<file path="config.mk">
export PLATFORM = sky130hd
export DESIGN_NAME = bptc_temp
export DESIGN_NICKNAME = d
export VERILOG_FILES = /design/src/hw/rtl/bptc_pkg.sv /design/src/hw/rtl/bptc_temp.sv
export SDC_FILE = /design/constraint.sdc
export NUM_CORES = 2
export LEC_CHECK = 0
export BUFFER_PORTS_ARGS = -buffer_cell sky130_fd_sc_hd__clkbuf_2
export CAP_MARGIN = 20
export CORE_AREA = 2 2 243 245
export CTS_CLUSTER_SIZE = 24
export DETAILED_ROUTE_END_ITERATION = 12
export DIE_AREA = 0 0 245 247
export PLACE_DENSITY = 0.88
export RECOVER_POWER = 25
export SLEW_MARGIN = 20
export SYNTH_ARGS = -nofsm -noshare
export SYNTH_HDL_FRONTEND = slang
export SYNTH_SLANG_ARGS = --single-unit
</file>
<file path="constraint.sdc">
create_clock -name i_clk -period 14.8 [get_ports i_clk]
set_input_delay 2.96 -clock i_clk [delete_from_list [all_inputs] [get_ports i_clk]]
set_output_delay 2.96 -clock i_clk [all_outputs]
set_load 0.005 [all_outputs]
</file>
<file path="src/hw/rtl/bptc_pkg.sv">
// ----------------------------------------------------------------------------
// bptc_pkg
// Shared types and constants of the barometer compensation pipeline.
// ----------------------------------------------------------------------------
package bptc_pkg;

    localparam int RAW_W      = 20;
    localparam int TEMP_W     = 18;
    localparam int PRESS_W    = 32;
    localparam int CAL_W      = 48;
    localparam int DIV_STAGES = 64;
    localparam int DEN_W      = 31;

    // Pressure numerator scale factor.
    localparam logic [11:0] PRESS_SCALE = 12'd3125;

    // Configuration register indexes.
    typedef enum logic [1:0] {
        REG_CAL_T  = 2'd0,
        REG_CAL_PA = 2'd1,
        REG_CAL_PB = 2'd2,
        REG_CAL_PC = 2'd3
    } t_cfg_reg;

    // Unpacked calibration words.
    typedef struct packed {
        logic        [15:0] t1;
        logic signed [15:0] t2;
        logic signed [15:0] t3;
        logic        [15:0] p1;
        logic signed [15:0] p2;
        logic signed [15:0] p3;
        logic signed [15:0] p4;
        logic signed [15:0] p5;
        logic signed [15:0] p6;
        logic signed [15:0] p7;
        logic signed [15:0] p8;
        logic signed [15:0] p9;
    } t_calib;

    // Side information that rides along the divider and the final stages.
    typedef struct packed {
        logic [TEMP_W-1:0] temp;
        logic              dz;
        logic              neg;
    } t_tag;

endpackage

</file>
<file path="src/hw/rtl/bptc_temp.sv">
// ----------------------------------------------------------------------------
// bptc_temp
// Four-stage temperature compensation: fine value, centidegrees and the
// offset fine value that seeds the pressure path.
// ----------------------------------------------------------------------------
module bptc_temp (
    input  logic                          i_clk,
    input  logic                          i_rst_n,
    input  logic                          i_en,
    input  logic                          i_vld,
    input  logic [bptc_pkg::RAW_W-1:0]    i_raw_t,
    input  logic [bptc_pkg::RAW_W-1:0]    i_raw_p,
    input  bptc_pkg::t_calib              i_cal,
    output logic                          o_vld,
    output logic [bptc_pkg::TEMP_W-1:0]   o_temp,
    output logic signed [32:0]            o_v1,
    output logic [bptc_pkg::RAW_W-1:0]    o_raw_p
);
    import bptc_pkg::*;

    logic [3:0]        r_vld;
    logic [RAW_W-1:0]  r_rp [4];

    logic signed [17:0] n_a;
    logic signed [16:0] n_b;
    logic signed [33:0] n_at2;
    logic signed [33:0] n_bb;
    logic [31:0]        r_a_at2;
    logic [31:0]        r_a_bb;

    logic signed [35:0] n_b_p;
    logic [20:0]        r_b_tv1;
    logic [31:0]        r_b_p;

    logic [31:0]        n_fine;
    logic [31:0]        r_c_fine;

    logic [31:0]        n_t32;
    logic signed [32:0] n_v1;
    logic [TEMP_W-1:0]  r_d_temp;
    logic signed [32:0] r_d_v1;

    // Stage A: scaled differences and first products.
    always_comb begin
        n_a   = $signed({1'b0, i_raw_t[19:3]}) - $signed({1'b0, i_cal.t1, 1'b0});
        n_b   = $signed({1'b0, i_raw_t[19:4]}) - $signed({1'b0, i_cal.t1});
        n_at2 = n_a * i_cal.t2;
        n_bb  = n_b * n_b;
    end

    // Stage B: second-order term times T3.
    always_comb begin
        n_b_p = $signed(r_a_bb[31:12]) * i_cal.t3;
    end

    // Stage C: fine temperature.
    always_comb begin
        n_fine = {{11{r_b_tv1[20]}}, r_b_tv1} + {{14{r_b_p[31]}}, r_b_p[31:14]};
    end

    // Stage D: centidegrees and offset fine value.
    always_comb begin
        n_t32 = {r_c_fine[29:0], 2'b00} + r_c_fine + 32'd128;
        n_v1  = $signed({r_c_fine[31], r_c_fine}) - 33'sd128000;
    end

    // Valid bits.
    always_ff @(posedge i_clk) begin
        if (!i_rst_n) begin
            r_vld <= '0;
        end else if (i_en) begin
            r_vld <= {r_vld[2:0], i_vld};
        end
    end

    // Datapath registers.
    always_ff @(posedge i_clk) begin
        if (i_en) begin
            r_rp[0]  <= i_raw_p;
            for (int k = 1; k < 4; k++) begin
                r_rp[k] <= r_rp[k-1];
            end
            r_a_at2  <= n_at2[31:0];
            r_a_bb   <= n_bb[31:0];
            r_b_tv1  <= r_a_at2[31:11];
            r_b_p    <= n_b_p[31:0];
            r_c_fine <= n_fine;
            r_d_temp <= n_t32[25:8];
            r_d_v1   <= n_v1;
        end
    end

    assign o_vld   = r_vld[3];
    assign o_temp  = r_d_temp;
    assign o_v1    = r_d_v1;
    assign o_raw_p = r_rp[3];

endmodule

</file>
Word level (Yosys, flattened, before mapping)

Memories as Yosys holds them, arrays and structs flattened.
Index checks and enable logic that the tools add are counted.
Widths: inputs -> output; s select.

Add/subtract/negate cells: 6
Multipliers: 3
Muxes and demuxes: 2

Operators by type and width:

| kind                   | number |
|---|---|
| $mul 17x17->32         | 1 |
| $mul 18x16->32         | 1 |
| $mul 20x16->32         | 1 |
| $add 26x8->26 const B  | 1 |
| $add 24x22->25         | 1 |
| $sub 22x18->23 const B | 1 |
| $add 21x18->22         | 1 |
| $sub 17x17->18         | 1 |
| $sub 16x16->17         | 1 |
| $mux 1                 | 2 |

Flip-flop bits (word level): 194
Memory bits (writable): 80
Input bits: 236
Output and inout bits: 72
Word-level logic and storage cells: 20
Memories kept: 1

Memory list:

| name | words | width | read ports | clocked after memory_dff | write ports | RTL line        | source |
|---|---|---|---|---|---|---|---|
| r_rp | 4     | 20    | 4          | 0                        | 4           | bptc_temp.sv:22 | `logic [RAW_W-1:0] r_rp [4];` |

Logic depth before layout (Yosys ltp)

Depth after elaboration: 2
Gate-level depth with buffers: 36
Mapped depth without buffers: 35

Worst setup path after synthesis

No wires, ideal clock.

Path kind: input port to flip-flop
Start: input i_raw_t[4] in the netlist's numbering
End: register r_a_at2[31], data pin
Setup time: 0.260 ns
Data arrival time: 10.391 ns
Required time: 14.540 ns
Slack: 4.149 ns
Cell stages on the path: 34
Path buffers: 2
Cells stage by stage: inv_1 ha_1 fa_1 nor2b_1 o21ai_0 a21boi_1 o21a_1 a21oi_1 xor2_1 inv_1 clkbuf_1 clkbuf_1 nand2_1 fa_1 inv_1 fa_1 inv_1 fa_1 fa_1 inv_1 fa_1 inv_1 fa_1 inv_1 ha_1 nor4_1 nand2_1 o31a_1 a221o_1 a21oi_1 o21ai_1 a31oi_1 xnor2_1 xnor2_1

Word-level cells in the longest chain between the ends: 2

RTL lines:

| item                   | RTL line        | source |
|---|---|---|
| start: declaration     | bptc_temp.sv:11 | `input logic [bptc_pkg::RAW_W-1:0] i_raw_t,` |
| $sub 17x17->18         | bptc_temp.sv:45 | `n_a = $signed({1'b0, i_raw_t[19:3]}) - $signed({1'b0, i_cal.t1, 1'b0});` |
| $mul 18x16->32         | bptc_temp.sv:47 | `n_at2 = n_a * i_cal.t2;` |
| net n_at2[31]          | bptc_temp.sv:26 | `logic signed [33:0] n_at2;` |
| end signal: assignment | bptc_temp.sv:83 | `r_a_at2 <= n_at2[31:0];` |
| end: declaration       | bptc_temp.sv:28 | `logic [31:0] r_a_at2;` |

The timed path passes the listed nets, and every way through them passes these cells.
A chain may end at the register's enable or synchronous reset.

Final worst setup path

Start: input i_raw_t[4] in the netlist's numbering
End: register r_a_bb[31], data pin

Word-level cells in the longest chain between the ends: 2

RTL lines:

| item                   | RTL line        | source |
|---|---|---|
| $sub 16x16->17         | bptc_temp.sv:46 | `n_b = $signed({1'b0, i_raw_t[19:4]}) - $signed({1'b0, i_cal.t1});` |
| $mul 17x17->32         | bptc_temp.sv:48 | `n_bb = n_b * n_b;` |
| net n_bb[31]           | bptc_temp.sv:27 | `logic signed [33:0] n_bb;` |
| end signal: assignment | bptc_temp.sv:84 | `r_a_bb <= n_bb[31:0];` |
| end: declaration       | bptc_temp.sv:29 | `logic [31:0] r_a_bb;` |

The timed path passes the listed nets, and every way through them passes these cells.

==> impl_metrics.env <==
export IMPL_final_core_util_pct=70.6
export IMPL_slowest_stage="o31ai_1"
export IMPL_clk_pin_slew_ns=0.07
export IMPL_antenna_found_initial=0
export IMPL_cts_tree="yes"
export IMPL_rsz0062_at_grt="no"
export IMPL_synth_compound_area_share_pct=4.06
export IMPL_layout_min_cycle_time_ns=11.74
export IMPL_synth_fp_nets=5208
export IMPL_arrival_ns=12.07
export IMPL_synthSimpleGateAreaFrac_pct=11.7
export IMPL_dr_total_vias=26600
export IMPL_status="finished clean"
export IMPL_syn_avg_cell_area_um2=10.1
export IMPL_gp_congestion=0.907
export IMPL_path_class="primary input to flip-flop"
export IMPL_cpPeakStageDelay_ns=0.75
export IMPL_clk_latency_ns=0.54
export IMPL_period_share_pct=79.3
export IMPL_crit_path_end_kind="flip-flop"
export IMPL_clock_skew_final_ns=0.0135
export IMPL_place_port_buffers=160
export IMPL_via_per_inst=5.63
export IMPL_synthTopCellsByCount="inv_1, fa_1, nand2_1, ha_1, edfxtp_1"
export IMPL_grt_start_max_net_pins=153
export IMPL_maxSlewViolCount=0
export IMPL_worstPathMaxFanout=20
export IMPL_drive_above_1_share_pct=6.20
export IMPL_worst_slew_pin_transition_ns=1.17
export IMPL_n_antenna_cell=0
export IMPL_core_area_um2=58200
export IMPL_ctsHoldBuffers=0
export IMPL_cts_resized=0
export IMPL_syn_inst=3856
export IMPL_worstSetupStartpointType="primary input"
export IMPL_worst_ep_required_time_ns=15.12
export IMPL_rows=89
export IMPL_synth_area_top_cells="fa_1, edfxtp_1, ha_1, inv_1, nand2_1"
export IMPL_start_util_pct=66.8
export IMPL_syn2layout_area_growth_pct=5.74
export IMPL_setup_viol=0
export IMPL_seq_area_frac_synth_pct=17.4
export IMPL_grt_pass1_wl_um=146000
export IMPL_synth_distinct_cells=73
export IMPL_cap_violations=0
export IMPL_dieArea_um2=60500
export IMPL_grt_pass1_vias=29740
export IMPL_wl_per_cell_um=18.4
export IMPL_slew_headroom_pct=22.2
export IMPL_first_iter_violations=1782
export IMPL_wl_um=86900
export IMPL_dr_wl_met3_um=7820
export IMPL_placed_area_um2=40400
export IMPL_synth_most_common_cell="inv_1"
export IMPL_die_width_um=245
export IMPL_routed_top_layer="met4"
export IMPL_io_pins=308
export IMPL_final_nets=5289
export IMPL_hold_viol_final=0
export IMPL_fin_setup_tns_ns=0
export IMPL_synth_main_ff_cell="edfxtp_1"
export IMPL_dp_hpwl_um=67900
export IMPL_yosys_area_top_type="fa_1"
export IMPL_cts_sinks=227
export IMPL_synth_xor_area_share_pct=4.05
export IMPL_max_freq_mhz=85.2
export IMPL_htreeDepth=1
export IMPL_post_route_drc_count=0
export IMPL_postCtsSetupRepairBufs=0
export IMPL_crit_top_cell="fa_1"
export IMPL_hp_class="flip-flop to flip-flop"
export IMPL_cts_buffers=22
export IMPL_synth_top_family_by_area="adder cells"
export IMPL_synth_edf_count=223
export IMPL_synth_top_area_share_pct=42.0
export IMPL_fill_cells=3939
export IMPL_dr_wl_met2_um=43500
export IMPL_final_cell_area_um2=41100
export IMPL_die_h_um=247
export IMPL_antenna_left=0
export IMPL_syn_area_um2=38900
export IMPL_root_buffer="clkbuf_16"
export IMPL_synth_adder_area_share_pct=51.6
export IMPL_cts_buffer_depth=3
export IMPL_ys_seq_elements=227
export IMPL_met1Wirelength_um=31400
export IMPL_gr_total_overflow=0
export IMPL_drt_first_pass_iters=7
export IMPL_track_usage_pct=30.7
export IMPL_async_reset_ff_share_pct=0
export IMPL_synth_mux_area_share_pct=0.154
export IMPL_yosys_warnings=0
## final timing paths
kind | startpoint | end | slack (ns) | cells past startpoint
hold reg to reg | r_rp[2][14] | r_rp[3][14] | 0.41 | 0
hold / removal | r_rp[2][14] | r_rp[3][14] | 0.41 | 0
setup / recovery | i_raw_t[4] | r_a_bb[31] | 3.06 | 32
setup reg to reg | r_a_bb[21] | r_b_p[31] | 6.92 | 23
## area by class of cell
class | count | area [µm²] | area share, %
multi-input cells | 2497 | 27900 | 67.8
flip-flops and latches | 227 | 6780 | 16.5
clock inverters | 17 | 180 | 0.438
repair buffers | 189 | 1030 | 2.50
clock buffers | 23 | 554 | 1.35
inverters | 1000 | 3750 | 9.12
well taps | 773 | 967 | 2.35
## state kept, by name, indices dropped and copies added, names as in the netlist
name      cells
o_temp       18
o_v1         23
r_a_at2      21
r_a_bb       20
r_b_p        18
r_b_tv1      21
r_c_fine     22
r_rp         80
r_vld         4
## routing by layer
metal | global-route usage, % | vias to the layer above
met2 | 52.9 | 1350
met4 | 13.6 | 0
met1 | 38.2 | 13246
li1 | - | 11634
met5 | 0 | -
met3 | 5.47 | 370
## cell usage in the layout (no fill, tap or decap), drive strengths merged, types with 18 or more instances in the layout
cell type,netlist,final
nor2b,34,34
edfxtp,223,223
o21a,18,18
clkbuf,119,182
inv,996,999
xnor2,135,135
fa,816,816
nand2b,32,32
o21ai,38,38
nand3,20,20
ha,300,300
nor3,19,19
nand2,478,478
xor2,43,43
and2,210,210
buf,13,30
a21o,41,41
a21oi,53,53
nor2,133,133
## critical path: cells and delay by family
family / cells / cell delay (ns)
fa+ha+maj: 9 / 3.62
simple gates: 3 / 0.41
buf+inv: 7 / 1.21
compound gates: 11 / 3.01
xor+xnor: 2 / 0.84
## logic make-up after synthesis
logic type / after synthesis
buffers and inverters: 1132
adder cells (fa/ha/maj): 1116
AND/OR/NAND/NOR: 972
flip-flops: 227
AO/OA/AOI/OAI: 225
XOR/XNOR: 178
multiplexers: 6
## through the flow
stage          worst slack, ns  hold WS, ns  cells
2_1_floorplan             4.15        0.400   3856
3_3_place_gp              2.98        0.400   4686
3_5_place_dp              2.74        0.405   4686
4_1_cts                   3.27        0.411   4726
5_1_grt                   2.70        0.417   4726
6_report                  3.06        0.411   4726
Power is not shown: default switching activity piles up to over one toggle a cycle in this logic, so the estimate is an artifact.
